### src/rtl/aoc_pkg.sv
// shared types, constants and register codes of the alpha-over compositor
package aoc_pkg;

	// default cap on destination dimensions
	localparam int MAX_DIM_DEF = 4096;

	// field widths
	localparam int COORD_W   = 12;
	localparam int CHAN_W    = 8;
	localparam int CFG_W     = 13;
	localparam int CNT_W     = 3;
	localparam int NCH       = 3;
	localparam int NUM_W     = 24;
	localparam int DIVR_W    = 16;
	localparam int DIV_CELLS = 8;

	// configuration port
	localparam int ADDR_W = 5;
	localparam int DATA_W = 32;

	typedef enum logic [2:0] {
		REG_PLACE_COL     = 3'd0,
		REG_PLACE_ROW     = 3'd1,
		REG_DEST_WIDTH    = 3'd2,
		REG_DEST_HEIGHT   = 3'd3,
		REG_DEST_CHANNELS = 3'd4,
		REG_SRC_CHANNELS  = 3'd5
	} reg_idx_t;

	// channel count thresholds and alpha limits
	localparam logic [CNT_W-1:0]  CNT_GREEN  = 3'd2;
	localparam logic [CNT_W-1:0]  CNT_BLUE   = 3'd3;
	localparam logic [CNT_W-1:0]  CNT_ALPHA  = 3'd4;
	localparam logic [CHAN_W-1:0] OPAQUE_MIN = 8'd253;
	localparam logic [CHAN_W-1:0] ALPHA_MIN  = 8'd3;
	localparam logic [CHAN_W-1:0] CHAN_MAX   = 8'd255;

	// register reset values
	localparam logic [CFG_W-1:0] DIM_RESET = 13'd4096;
	localparam logic [CNT_W-1:0] CNT_RESET = 3'd4;

	typedef struct packed {
		logic [CFG_W-1:0] place_col;
		logic [CFG_W-1:0] place_row;
		logic [CFG_W-1:0] dest_width;
		logic [CFG_W-1:0] dest_height;
		logic [CNT_W-1:0] dest_channels;
		logic [CNT_W-1:0] src_channels;
	} cfg_t;

	// per-pixel data that rides along with the division
	typedef struct packed {
		logic                       we;
		logic [COORD_W-1:0]         col;
		logic [COORD_W-1:0]         row;
		logic                       copy;
		logic                       zero;
		logic [NCH-1:0]             sat;
		logic                       g_en;
		logic                       b_en;
		logic                       a_en;
		logic [CHAN_W-1:0]          oa;
		logic [NCH-1:0][CHAN_W-1:0] scopy;
	} side_t;

	// word handed from cell to cell
	typedef struct packed {
		logic [NCH-1:0][NUM_W-1:0]  rem;
		logic [NUM_W-1:0]           dsh;
		logic [NCH-1:0][CHAN_W-1:0] quo;
		side_t                      side;
	} div_t;

endpackage

### src/rtl/aoc_if.sv
// pixel channel interfaces: source/destination pair in, composited pixel out
interface aoc_pix_in_if import aoc_pkg::*; ();
	logic               valid;
	logic               ready;
	logic [COORD_W-1:0] src_col;
	logic [COORD_W-1:0] src_row;
	logic [CHAN_W-1:0]  src_red;
	logic [CHAN_W-1:0]  src_green;
	logic [CHAN_W-1:0]  src_blue;
	logic [CHAN_W-1:0]  src_alpha;
	logic [CHAN_W-1:0]  dst_red;
	logic [CHAN_W-1:0]  dst_green;
	logic [CHAN_W-1:0]  dst_blue;
	logic [CHAN_W-1:0]  dst_alpha;

	modport source (
		output valid, src_col, src_row, src_red, src_green, src_blue, src_alpha,
		output dst_red, dst_green, dst_blue, dst_alpha,
		input  ready
	);
	modport sink (
		input  valid, src_col, src_row, src_red, src_green, src_blue, src_alpha,
		input  dst_red, dst_green, dst_blue, dst_alpha,
		output ready
	);
endinterface

interface aoc_pix_out_if import aoc_pkg::*; ();
	logic               valid;
	logic               ready;
	logic               write_enable;
	logic [COORD_W-1:0] target_col;
	logic [COORD_W-1:0] target_row;
	logic [CHAN_W-1:0]  out_red;
	logic [CHAN_W-1:0]  out_green;
	logic [CHAN_W-1:0]  out_blue;
	logic [CHAN_W-1:0]  out_alpha;

	modport source (
		output valid, write_enable, target_col, target_row,
		output out_red, out_green, out_blue, out_alpha,
		input  ready
	);
	modport sink (
		input  valid, write_enable, target_col, target_row,
		input  out_red, out_green, out_blue, out_alpha,
		output ready
	);
endinterface

### src/rtl/aoc_front.sv
// front end: placement, clipping, alpha selection and numerator/divisor set-up
module aoc_front import aoc_pkg::*; #(
	parameter int MAX_DIM = MAX_DIM_DEF
) (
	input  logic            clk,
	input  logic            arst_n,
	input  cfg_t            cfg,
	aoc_pix_in_if.sink      pix_in,
	output logic            dn_valid,
	input  logic            dn_ready,
	output div_t            dn_data
);

	localparam int DIM_W = $clog2(MAX_DIM + 1);
	localparam int CMP_W = (DIM_W > CFG_W) ? DIM_W : CFG_W;
	localparam logic [CMP_W-1:0] MAX_C = CMP_W'(MAX_DIM);

	// stage valids and ready chain
	logic valid_s1, valid_s2, valid_s3;
	logic rdy_s1, rdy_s2, rdy_s3;

	assign rdy_s3 = !valid_s3 || dn_ready;
	assign rdy_s2 = !valid_s2 || rdy_s3;
	assign rdy_s1 = !valid_s1 || rdy_s2;
	assign pix_in.ready = rdy_s1;

	always_ff @(posedge clk or negedge arst_n) begin
		if (!arst_n) begin
			valid_s1 <= 1'b0;
			valid_s2 <= 1'b0;
			valid_s3 <= 1'b0;
		end else begin
			if (rdy_s1) valid_s1 <= pix_in.valid;
			if (rdy_s2) valid_s2 <= valid_s1;
			if (rdy_s3) valid_s3 <= valid_s2;
		end
	end

	// stage 1: target position, clip, channel and alpha selection, first products
	logic [COORD_W+1:0]         tx_c, ty_c;
	logic [CMP_W-1:0]           w_ext, h_ext, w_cap, h_cap;
	logic                       inside_c, gray_c, copy_c;
	logic [CHAN_W-1:0]          sa_c, da_c, nsa_c;
	logic [NCH-1:0][CHAN_W-1:0] sc_c, dc_c;
	logic [DIVR_W-1:0]          w_c;
	logic [NCH-1:0][DIVR_W-1:0] sp_c;
	side_t                      side_c;

	always_comb begin
		tx_c = {2'b00, pix_in.src_col} + {cfg.place_col[CFG_W-1], cfg.place_col};
		ty_c = {2'b00, pix_in.src_row} + {cfg.place_row[CFG_W-1], cfg.place_row};
		w_ext = CMP_W'(cfg.dest_width);
		h_ext = CMP_W'(cfg.dest_height);
		w_cap = (w_ext > MAX_C) ? MAX_C : w_ext;
		h_cap = (h_ext > MAX_C) ? MAX_C : h_ext;
		inside_c = !tx_c[COORD_W+1] && !ty_c[COORD_W+1] &&
			(CMP_W'(tx_c[COORD_W:0]) < w_cap) && (CMP_W'(ty_c[COORD_W:0]) < h_cap);

		gray_c = cfg.src_channels < CNT_BLUE;
		sa_c = (cfg.src_channels >= CNT_ALPHA) ? pix_in.src_alpha : CHAN_MAX;
		da_c = (cfg.dest_channels >= CNT_ALPHA) ? pix_in.dst_alpha : CHAN_MAX;
		nsa_c = ~sa_c;
		copy_c = (sa_c >= OPAQUE_MIN) && (da_c >= OPAQUE_MIN);

		sc_c[0] = pix_in.src_red;
		sc_c[1] = gray_c ? pix_in.src_red : pix_in.src_green;
		sc_c[2] = gray_c ? pix_in.src_red : pix_in.src_blue;
		dc_c[0] = pix_in.dst_red;
		dc_c[1] = pix_in.dst_green;
		dc_c[2] = pix_in.dst_blue;

		w_c = {8'b0, da_c} * {8'b0, nsa_c};
		for (int i = 0; i < NCH; i++) begin
			sp_c[i] = {8'b0, sc_c[i]} * {8'b0, sa_c};
		end

		side_c = '0;
		side_c.we    = inside_c;
		side_c.col   = inside_c ? tx_c[COORD_W-1:0] : '0;
		side_c.row   = inside_c ? ty_c[COORD_W-1:0] : '0;
		side_c.copy  = copy_c;
		side_c.g_en  = cfg.dest_channels >= CNT_GREEN;
		side_c.b_en  = cfg.dest_channels >= CNT_BLUE;
		side_c.a_en  = cfg.dest_channels >= CNT_ALPHA;
		side_c.scopy = sc_c;
	end

	side_t                      side_s1;
	logic [CHAN_W-1:0]          sa_s1;
	logic [DIVR_W-1:0]          w_s1;
	logic [NCH-1:0][DIVR_W-1:0] sp_s1;
	logic [NCH-1:0][CHAN_W-1:0] dc_s1;

	always_ff @(posedge clk) begin
		if (pix_in.valid && rdy_s1) begin
			side_s1 <= side_c;
			sa_s1   <= sa_c;
			w_s1    <= w_c;
			sp_s1   <= sp_c;
			dc_s1   <= dc_c;
		end
	end

	// stage 2: output alpha via divide-by-255, scaled source and weighted destination
	logic [DIVR_W:0]            q255_c;
	logic [CHAN_W:0]            oa_c;
	logic [NCH-1:0][NUM_W-1:0]  s255_c, t1_c;
	side_t                      side2_c;

	always_comb begin
		q255_c = {1'b0, w_s1} + 17'd1 + {9'b0, w_s1[DIVR_W-1:8]};
		oa_c = {1'b0, sa_s1} + {1'b0, q255_c[DIVR_W-1:8]};
		for (int i = 0; i < NCH; i++) begin
			s255_c[i] = {sp_s1[i], 8'b0} - {8'b0, sp_s1[i]};
			t1_c[i] = {16'b0, dc_s1[i]} * {8'b0, w_s1};
		end
		side2_c = side_s1;
		side2_c.oa = side_s1.copy ? sa_s1 : oa_c[CHAN_W-1:0];
		side2_c.zero = !side_s1.copy && (oa_c[CHAN_W-1:0] < ALPHA_MIN);
	end

	side_t                     side_s2;
	logic [CHAN_W-1:0]         oa_s2;
	logic [NCH-1:0][NUM_W-1:0] s255_s2, t1_s2;

	always_ff @(posedge clk) begin
		if (valid_s1 && rdy_s2) begin
			side_s2 <= side2_c;
			oa_s2   <= oa_c[CHAN_W-1:0];
			s255_s2 <= s255_c;
			t1_s2   <= t1_c;
		end
	end

	// stage 3: numerators, divisor 255*oa and the saturation check
	logic [DIVR_W-1:0] d_c;
	div_t              div_c;

	always_comb begin
		d_c = {oa_s2, 8'b0} - {8'b0, oa_s2};
		div_c = '0;
		div_c.side = side_s2;
		div_c.dsh = {1'b0, d_c, 7'b0};
		for (int i = 0; i < NCH; i++) begin
			div_c.rem[i] = s255_s2[i] + t1_s2[i];
			div_c.side.sat[i] = div_c.rem[i] >= {d_c, 8'b0};
		end
	end

	div_t data_s3;

	always_ff @(posedge clk) begin
		if (valid_s2 && rdy_s3) data_s3 <= div_c;
	end

	assign dn_valid = valid_s3;
	assign dn_data  = data_s3;

endmodule

### src/rtl/aoc_div_cell.sv
// one restoring-division cell: a quotient bit for each colour lane
module aoc_div_cell import aoc_pkg::*; (
	input  logic clk,
	input  logic arst_n,
	input  logic up_valid,
	output logic up_ready,
	input  div_t up_data,
	output logic dn_valid,
	input  logic dn_ready,
	output div_t dn_data
);

	logic valid_q;
	div_t data_q;
	div_t nxt;
	logic [NCH-1:0] ge;

	assign up_ready = !valid_q || dn_ready;

	// trial subtract of the shifted divisor, shift it down for the next cell
	always_comb begin
		nxt = up_data;
		for (int i = 0; i < NCH; i++) begin
			ge[i] = up_data.rem[i] >= up_data.dsh;
			nxt.rem[i] = ge[i] ? (up_data.rem[i] - up_data.dsh) : up_data.rem[i];
			nxt.quo[i] = {up_data.quo[i][CHAN_W-2:0], ge[i]};
		end
		nxt.dsh = up_data.dsh >> 1;
	end

	always_ff @(posedge clk or negedge arst_n) begin
		if (!arst_n) begin
			valid_q <= 1'b0;
		end else if (up_ready) begin
			valid_q <= up_valid;
		end
	end

	always_ff @(posedge clk) begin
		if (up_valid && up_ready) data_q <= nxt;
	end

	assign dn_valid = valid_q;
	assign dn_data  = data_q;

endmodule

### src/rtl/alpha_over_composite_core.sv
// top level of the alpha-over compositor: registers, front end, divider chain, result
//
// Source-over-destination compositing, one pixel pair per word.
// pix_in carries a source pixel with its column and row and the destination
// pixel at the matching place; pix_out carries the clipped target position,
// its write enable and the composited colour and alpha. Both use valid/ready.
// Placement offsets, destination size and channel counts are set through the
// APB port and should be written only while no pixel is in flight.
// From acceptance to result valid a word passes three front stages
// (placement and products, output alpha, numerators and divisor) and a row
// of eight division cells, each resolving one quotient bit for all three
// colours. Each stage holds one word, and one pixel is accepted every cycle
// while the receiver is ready. When it stalls, words pile up stage by stage
// and pix_in.ready drops only once every stage is full; empty stages still accept.
// Reset clears all stage valids and returns the registers to zero offsets,
// a 4096 by 4096 destination and four channels on both images.
module alpha_over_composite_core import aoc_pkg::*; #(
	parameter int MAX_DIM = MAX_DIM_DEF
) (
	input  logic              clk,
	input  logic              arst_n,
	input  logic              psel,
	input  logic              penable,
	input  logic              pwrite,
	input  logic [ADDR_W-1:0] paddr,
	input  logic [DATA_W-1:0] pwdata,
	output logic [DATA_W-1:0] prdata,
	output logic              pready,
	aoc_pix_in_if.sink        pix_in,
	aoc_pix_out_if.source     pix_out
);

	// configuration registers
	cfg_t cfg_q;
	logic wr_en;

	assign pready = 1'b1;
	assign wr_en = psel && penable && pwrite;

	always_ff @(posedge clk or negedge arst_n) begin
		if (!arst_n) begin
			cfg_q.place_col     <= '0;
			cfg_q.place_row     <= '0;
			cfg_q.dest_width    <= DIM_RESET;
			cfg_q.dest_height   <= DIM_RESET;
			cfg_q.dest_channels <= CNT_RESET;
			cfg_q.src_channels  <= CNT_RESET;
		end else if (wr_en) begin
			unique case (paddr[ADDR_W-1:2])
				REG_PLACE_COL:     cfg_q.place_col     <= pwdata[CFG_W-1:0];
				REG_PLACE_ROW:     cfg_q.place_row     <= pwdata[CFG_W-1:0];
				REG_DEST_WIDTH:    cfg_q.dest_width    <= pwdata[CFG_W-1:0];
				REG_DEST_HEIGHT:   cfg_q.dest_height   <= pwdata[CFG_W-1:0];
				REG_DEST_CHANNELS: cfg_q.dest_channels <= pwdata[CNT_W-1:0];
				REG_SRC_CHANNELS:  cfg_q.src_channels  <= pwdata[CNT_W-1:0];
				default: ;
			endcase
		end
	end

	// register readback
	always_comb begin
		unique case (paddr[ADDR_W-1:2])
			REG_PLACE_COL:     prdata = DATA_W'(cfg_q.place_col);
			REG_PLACE_ROW:     prdata = DATA_W'(cfg_q.place_row);
			REG_DEST_WIDTH:    prdata = DATA_W'(cfg_q.dest_width);
			REG_DEST_HEIGHT:   prdata = DATA_W'(cfg_q.dest_height);
			REG_DEST_CHANNELS: prdata = DATA_W'(cfg_q.dest_channels);
			REG_SRC_CHANNELS:  prdata = DATA_W'(cfg_q.src_channels);
			default:           prdata = '0;
		endcase
	end

	// links between front end and division cells
	logic [DIV_CELLS:0] lnk_valid;
	logic [DIV_CELLS:0] lnk_ready;
	div_t               lnk_data [DIV_CELLS+1];

	aoc_front #(
		.MAX_DIM (MAX_DIM)
	) u_front (
		.clk      (clk),
		.arst_n   (arst_n),
		.cfg      (cfg_q),
		.pix_in   (pix_in),
		.dn_valid (lnk_valid[0]),
		.dn_ready (lnk_ready[0]),
		.dn_data  (lnk_data[0])
	);

	for (genvar g = 0; g < DIV_CELLS; g++) begin : g_cell
		aoc_div_cell u_cell (
			.clk      (clk),
			.arst_n   (arst_n),
			.up_valid (lnk_valid[g]),
			.up_ready (lnk_ready[g]),
			.up_data  (lnk_data[g]),
			.dn_valid (lnk_valid[g+1]),
			.dn_ready (lnk_ready[g+1]),
			.dn_data  (lnk_data[g+1])
		);
	end

	// result selection: copy, transparent, saturated or quotient, then channel masks
	div_t                       fin;
	logic [NCH-1:0][CHAN_W-1:0] col_val;

	assign fin = lnk_data[DIV_CELLS];
	assign lnk_ready[DIV_CELLS] = pix_out.ready;
	assign pix_out.valid = lnk_valid[DIV_CELLS];

	always_comb begin
		for (int i = 0; i < NCH; i++) begin
			priority if (fin.side.copy) col_val[i] = fin.side.scopy[i];
			else if (fin.side.zero)     col_val[i] = '0;
			else if (fin.side.sat[i])   col_val[i] = CHAN_MAX;
			else                        col_val[i] = fin.quo[i];
		end
		pix_out.write_enable = fin.side.we;
		pix_out.target_col   = fin.side.col;
		pix_out.target_row   = fin.side.row;
		pix_out.out_red      = fin.side.we ? col_val[0] : '0;
		pix_out.out_green    = (fin.side.we && fin.side.g_en) ? col_val[1] : '0;
		pix_out.out_blue     = (fin.side.we && fin.side.b_en) ? col_val[2] : '0;
		pix_out.out_alpha    = (fin.side.we && fin.side.a_en && !fin.side.zero) ?
			fin.side.oa : '0;
	end

endmodule

### src/flat_wrapper.sv
// flat-port wrapper written by rule: the top's interface ports become plain ports
module alpha_over_composite_core_flat import aoc_pkg::*;
#(
	parameter int MAX_DIM = MAX_DIM_DEF
)
  (clk, arst_n, psel, penable, pwrite, paddr, pwdata, prdata, pready, pix_in_valid, pix_in_src_col, pix_in_src_row, pix_in_src_red, pix_in_src_green, pix_in_src_blue, pix_in_src_alpha, pix_in_dst_red, pix_in_dst_green, pix_in_dst_blue, pix_in_dst_alpha, pix_in_ready, pix_out_valid, pix_out_write_enable, pix_out_target_col, pix_out_target_row, pix_out_out_red, pix_out_out_green, pix_out_out_blue, pix_out_out_alpha, pix_out_ready);
  aoc_pix_in_if pix_in_i ();
  aoc_pix_out_if pix_out_i ();
  input  logic clk;
  input  logic arst_n;
  input  logic psel;
  input  logic penable;
  input  logic pwrite;
  input  logic [ADDR_W-1:0] paddr;
  input  logic [DATA_W-1:0] pwdata;
  output logic [DATA_W-1:0] prdata;
  output logic pready;
  input wire logic [$bits(pix_in_i.valid)-1:0] pix_in_valid;
  input wire logic [$bits(pix_in_i.src_col)-1:0] pix_in_src_col;
  input wire logic [$bits(pix_in_i.src_row)-1:0] pix_in_src_row;
  input wire logic [$bits(pix_in_i.src_red)-1:0] pix_in_src_red;
  input wire logic [$bits(pix_in_i.src_green)-1:0] pix_in_src_green;
  input wire logic [$bits(pix_in_i.src_blue)-1:0] pix_in_src_blue;
  input wire logic [$bits(pix_in_i.src_alpha)-1:0] pix_in_src_alpha;
  input wire logic [$bits(pix_in_i.dst_red)-1:0] pix_in_dst_red;
  input wire logic [$bits(pix_in_i.dst_green)-1:0] pix_in_dst_green;
  input wire logic [$bits(pix_in_i.dst_blue)-1:0] pix_in_dst_blue;
  input wire logic [$bits(pix_in_i.dst_alpha)-1:0] pix_in_dst_alpha;
  output wire logic [$bits(pix_in_i.ready)-1:0] pix_in_ready;
  output wire logic [$bits(pix_out_i.valid)-1:0] pix_out_valid;
  output wire logic [$bits(pix_out_i.write_enable)-1:0] pix_out_write_enable;
  output wire logic [$bits(pix_out_i.target_col)-1:0] pix_out_target_col;
  output wire logic [$bits(pix_out_i.target_row)-1:0] pix_out_target_row;
  output wire logic [$bits(pix_out_i.out_red)-1:0] pix_out_out_red;
  output wire logic [$bits(pix_out_i.out_green)-1:0] pix_out_out_green;
  output wire logic [$bits(pix_out_i.out_blue)-1:0] pix_out_out_blue;
  output wire logic [$bits(pix_out_i.out_alpha)-1:0] pix_out_out_alpha;
  input wire logic [$bits(pix_out_i.ready)-1:0] pix_out_ready;
  assign pix_in_i.valid = pix_in_valid;
  assign pix_in_i.src_col = pix_in_src_col;
  assign pix_in_i.src_row = pix_in_src_row;
  assign pix_in_i.src_red = pix_in_src_red;
  assign pix_in_i.src_green = pix_in_src_green;
  assign pix_in_i.src_blue = pix_in_src_blue;
  assign pix_in_i.src_alpha = pix_in_src_alpha;
  assign pix_in_i.dst_red = pix_in_dst_red;
  assign pix_in_i.dst_green = pix_in_dst_green;
  assign pix_in_i.dst_blue = pix_in_dst_blue;
  assign pix_in_i.dst_alpha = pix_in_dst_alpha;
  assign pix_in_ready = pix_in_i.ready;
  assign pix_out_valid = pix_out_i.valid;
  assign pix_out_write_enable = pix_out_i.write_enable;
  assign pix_out_target_col = pix_out_i.target_col;
  assign pix_out_target_row = pix_out_i.target_row;
  assign pix_out_out_red = pix_out_i.out_red;
  assign pix_out_out_green = pix_out_i.out_green;
  assign pix_out_out_blue = pix_out_i.out_blue;
  assign pix_out_out_alpha = pix_out_i.out_alpha;
  assign pix_out_i.ready = pix_out_ready;
  alpha_over_composite_core #(.MAX_DIM(MAX_DIM)) u_core (.clk(clk), .arst_n(arst_n), .psel(psel), .penable(penable), .pwrite(pwrite), .paddr(paddr), .pwdata(pwdata), .prdata(prdata), .pready(pready), .pix_in(pix_in_i), .pix_out(pix_out_i));
endmodule
### config.mk
export PLATFORM = sky130hd
export DESIGN_NAME = alpha_over_composite_core_flat
export DESIGN_NICKNAME = d
export VERILOG_FILES = /design/src/rtl/aoc_pkg.sv /design/src/rtl/aoc_if.sv /design/src/rtl/aoc_front.sv /design/src/rtl/aoc_div_cell.sv /design/src/rtl/alpha_over_composite_core.sv /design/src/flat_wrapper.sv
export SDC_FILE = /design/constraint.sdc
export NUM_CORES = 2
export LEC_CHECK = 0
export ABC_CLOCK_PERIOD_IN_PS = 16500
export BUFFER_PORTS_ARGS = -buffer_cell sky130_fd_sc_hd__buf_2
export CAP_MARGIN = 20
export CORE_MARGIN = 4
export CORE_UTILIZATION = 60
export DETAILED_ROUTE_END_ITERATION = 8
export HOLD_SLACK_MARGIN = 0.05
export PLACE_DENSITY = 0.77
export SLEW_MARGIN = 5
export SYNTH_ARGS = -nofsm -noshare
export SYNTH_HDL_FRONTEND = slang
export SYNTH_SLANG_ARGS = --single-unit
### constraint.sdc
create_clock -name clk -period 16.5 [get_ports clk]
set_clock_uncertainty 0.15 [all_clocks]
set_input_delay 2.475 -clock clk [delete_from_list [all_inputs] [get_ports clk]]
set_output_delay 2.475 -clock clk [all_outputs]
set_load 0.005 [all_outputs]
; ---- Word-level counts from Yosys, hierarchy flattened
; Cells that the tools add are included.
[word_totals]
regBits = 1829
in_bits = 132
[op_classes]
add_sub_neg = 33
n_mul = 7
order_cmp = 39
n_eq_ne = 5
n_mux = 42
bitwise = 1
n_reduce_logical = 55
[ops]
columns = op, count
row1 = $mux W24, 21
row2 = $mux W8, 18
row3 = $pmux W13 S6, 1
row4 = $add A24 B24 Y24, 3
row5 = $ge A24 B16 Y1, 3
row6 = $ge A24 B17 Y1, 3
row7 = $ge A24 B18 Y1, 3
row8 = $ge A24 B19 Y1, 3
row9 = $ge A24 B20 Y1, 3
row10 = $ge A24 B21 Y1, 3
row11 = $ge A24 B22 Y1, 3
row12 = $ge A24 B23 Y1, 3
row13 = $ge A24 B24 Y1, 3
row14 = $mul A8 B16 Y24, 3
row15 = $sub A24 B16 Y24, 3
row16 = $sub A24 B17 Y24, 3
row17 = $sub A24 B18 Y24, 3
row18 = $sub A24 B19 Y24, 3
row19 = $sub A24 B20 Y24, 3
row20 = $sub A24 B21 Y24, 3
row21 = $sub A24 B22 Y24, 3
row22 = $sub A24 B23 Y24, 3
row23 = $mul A8 B8 Y16, 4
row24 = $add A13 B13 Y14, 2
row25 = other kinds (21), 79

; ---- Longest topological paths before layout
[depth]
ltp_word = 13
depth_mapped = 23
mapped_depth_nobuf = 22

; ---- Hierarchy
; A second synthesis with hierarchy kept.
[hier_totals]
cells_unflattened = 11555
hier_area_um2 = 131069.5
[modules_own_cells]
columns = mod, instances, cells_per_inst, area_each_um2
row1 = aoc_front, 1, 4267, 45193.3
row2 = aoc_div_cell at u_core.g_cell[3].u_cell ..., 3, 864, 10319.9
row3 = aoc_div_cell at u_core.g_cell[1].u_cell ..., 2, 867, 10082.2
row4 = aoc_div_cell at u_core.g_cell[0].u_cell, 1, 932, 10536.4
row5 = aoc_div_cell at u_core.g_cell[7].u_cell, 1, 862, 10377.5
row6 = aoc_div_cell at u_core.g_cell[6].u_cell, 1, 848, 10372.4
row7 = alpha_over_composite_core, 1, 320, 3465.8

; ---- Worst setup path after synthesis
; OpenSTA, ideal clock, no wires.
[synth_timing]
path_type = input-to-reg
from = input pix_out_ready
to = register u_core.g_cell[2].u_cell.data_q (netlist bit u_core.g_cell[2].u_cell.dn_data[0]) (enable)
setup_ns = 0.705
t_arrival_ns = 10.054
path_slack_ns = 5.591
stages = 5
path_cell_list = nor2b_1 -> nand3_1 -> nor2_1 -> and2_1 -> nor2b_1
[synth_between]
elab_chain_cells = 7
[synth_rtl]
columns = element, line
row1 = "start, declared", flat_wrapper.sv:38  ; input wire logic [$bits(pix_out_i.ready)-1:0] pix_out_ready;
row2 = $logic_or A1 B1 Y1 (6 in series), aoc_div_cell.sv:18  ; assign up_ready = !valid_q || dn_ready;
row3 = $logic_and A1 B1 Y1, aoc_div_cell.sv:40  ; if (up_valid && up_ready) data_q <= nxt;
row4 = "end signal, assigned", aoc_div_cell.sv:40
row5 = "end, declared", aoc_div_cell.sv:14  ; div_t data_q;
; No other way between the ends.
; A chain may end at the register's enable or synchronous reset.

==> run metrics <==
initial antenna violation count 17; Initial DRC Count 5702; Hold Slack 226 ps; Die H 432 um; Worst-Skew Late Latency ~850 ps; Main synth FF type edfxtp_1; Max Cap Viol 0; critical path buffer and inverter count 5; CP max FO 10; RePlAce Congestion 0.970; clock edge transition at the registers on the reported setup and hold paths 70 ps; Crit Path Class in -> reg; Rows 155; CTS resizes 0; CTS buffer count about 180; worst-case clock buffer depth 3; actual slew at the worst max-slew pin about 1300 ps; CP required 16920 ps; vias 70107; crit path time final between 7000 and 8000 ps; setup violators final 0; run status complete, no violations; Max Fclk 138 MHz; pin count of the biggest net entering global routing 160; final wirelength about 260000 um; core area 179000 um2; worst hold path type reg -> reg; ys async rst share 0.0377; Yosys reg bits 1829; Detail Placement HPWL ~200000 um; CTS tree yes; Synth-to-Final Area Change 8.98%; clock sinks around 1800; first-pass GRT wire length approximately 400000 um; GRT overflow 0; pre-CTS setup slack 8460 ps; setup ws final 9250 ps; Yosys cell types around 100; Residual DRC 0; CP startpoint kind primary input; Starting Density 0.605; port bufs between 150 and 200; DIE AREA about 190000 um2; RSZ-0062 raised after global routing false; layout cells sized above 1 0.0829; setup bufs post-CTS 0; CP Capture Type flip-flop; wire per inst 21.9 um; Routed Antenna Nets 0; All-Layer GR Usage 0.278; Post-Synthesis Cells 9139; CP Cell Sequence buf_2, and2_1, a21oi_1, inv_1, nand2_1, fa_1, fa_1, inv_1, fa_1, inv_1, fa_1, inv_1, ha_1, a21boi_0, o311a_1, o21a_1, o21a_1, o41ai_1, xnor2_1; final worst path period share 0.439; syn_area_per_cell 11.8 um2; layout filler cell count between 10000 and 15000; Worst Path Arrival 7660 ps; Post-synth EDFFs 1760; drt first pass iters 8; root buf cell clkbuf_16; sequential cell area 54600 um2; CP peak stage delay 630 ps; multi-input logic area approximately 49000 um2; max-slew violations 0; delay-heaviest family, CP adder cells; via density per instance 5.91; # hold bufs at CTS 0; register area share after synthesis 0.505; I/O pin count 224; Rel. slew slack 0.159; number of nets in the layout 10760; synthesized area 108000 um2; Hold Fails Final Rpt 0; Fin Setup TNS 0 ps; crit path max-delay cell type a21oi_1; synth warn 0; Die Wd 432 um; vias in the first global route 70957; H-tree depth 4
-- stage by stage --
step	cell area [um2]	std cells	util
after detailed placement	111000	11502	0.623
after CTS	118000	11847	0.658
after global placement	111000	11502	0.623
after global routing	118000	11852	0.659
final	118000	11855	0.659
after floorplan	108000	9157	-
-- cell families (layout without fill, tap and decap cells) --
family / count (synthesis) / in the layout / share of synthesized area
xor+xnor: 579 / 579 / 0.0469
flops: 1829 / 1829 / 0.505
simple gates: 2557 / 2557 / 0.116
other cells: 2 / 23 / 0.0000695
compound gates: 1588 / 1588 / 0.0931
mux: 180 / 180 / 0.0198
fa+ha+maj: 1290 / 1290 / 0.179
buf+inv: 1114 / 1454 / 0.0405
-- routing by layer --
metal,share of wire,vias up,global-route usage
li1,-,32836,-
met1,0.39,34197,0.340
met2,0.49,2423,0.478
met3,0.059,645,0.0377
met4,0.064,6,0.157
met5,0.00013,-,0
-- cells in the mapped netlist (176+ instances only) --
library cell	instances	area, um2
nand2_1	613	2300
a21oi_1	496	2480
inv_1	862	3240
o21ai_0	385	1930
a21o_1	176	1320
xnor2_1	373	3270
edfxtp_1	1760	52900
and2_1	350	2190
xor2_1	206	1800
ha_1	867	10800
nor2_1	706	2650
fa_1	423	8470
-- worst register-to-register path, stage by stage, from the launching register on --
cell	delay, ps
edfxtp_1	1190
nand2_1	170
fa_1	530
fa_1	560
inv_1	60
fa_1	550
inv_1	70
fa_1	540
inv_1	50
ha_1	330
o21a_1	120
o31a_1	120
o41ai_1	570
o2111ai_1	240
a311o_1	360
a21o_1	200
a21oi_1	180
xnor2_1	270
-- sequential cells by signal (all words and copies together) (netlist names), 24 cells and up --
name,flops
u_core.u_front.side2_c,53
u_core.u_front.dn_data,153
u_core.g_cell.u_cell.dn_data,1244
u_core.u_front.s255_s2,72
u_core.u_front.sp_s1,48
u_core.u_front.t1_s2,72
u_core.u_front.div_c,62
u_core.cfg_q,58
u_core.u_front.dc_s1,24
-- path summary, 6_finish.rpt --
path	from	to	slack (ps)	cells after the start
max in group asynchronous	arst_n	u_core.cfg_q[7]$_DFFE_PN0P_	14000	1
setup / recovery	pix_in_src_red[4]	u_core.u_front.sp_s1[30]$_DFFE_PP_	9250	19
setup reg to reg	u_core.u_front.w_s1[2]$_DFFE_PP_	u_core.u_front.t1_s2[69]$_DFFE_PP_	9980	17
hold reg to reg	u_core.g_cell[0].u_cell.dn_data[35]$_DFFE_PP_	u_core.g_cell[1].u_cell.dn_data[35]$_DFFE_PP_	230	0
min in group asynchronous	arst_n	u_core.u_front.valid_s1$_DFFE_PN0N_	1610	1
hold / removal	u_core.g_cell[0].u_cell.dn_data[35]$_DFFE_PP_	u_core.g_cell[1].u_cell.dn_data[35]$_DFFE_PP_	230	0
-- area by class of cell --
cell class	instances	share of cell area
Multi-Input combinational cell	6214	0.418
Clock inverter	125	0.0126
Antenna cell	3	0.0000637
Tap cell	2355	0.0250
Clock buffer	220	0.0409
Timing Repair Buffer	243	0.0122
Sequential cell	1829	0.463
Inverter	866	0.0276
-- cells in the final DEF, fill, tap and decap left out, types with 70 or more instances in the layout --
master and n:
a21o_1 176, a21oi_1 495, and2_1 342, buf_2 181
clkbuf_16 187, edfxtp_1 1760, fa_1 423, ha_1 867
inv_1 862, mux2_2 140, nand2_1 613, nand2b_1 117
nand3_1 123, nand4_1 70, nor2_1 706, nor2b_1 152
nor3_1 162, o21a_1 84, o21ai_0 385, xnor2_1 373
xor2_1 206
Power is left out: the tool's default activity adds up to more than one toggle a clock period on the data nets, which glitch-free logic cannot reach.
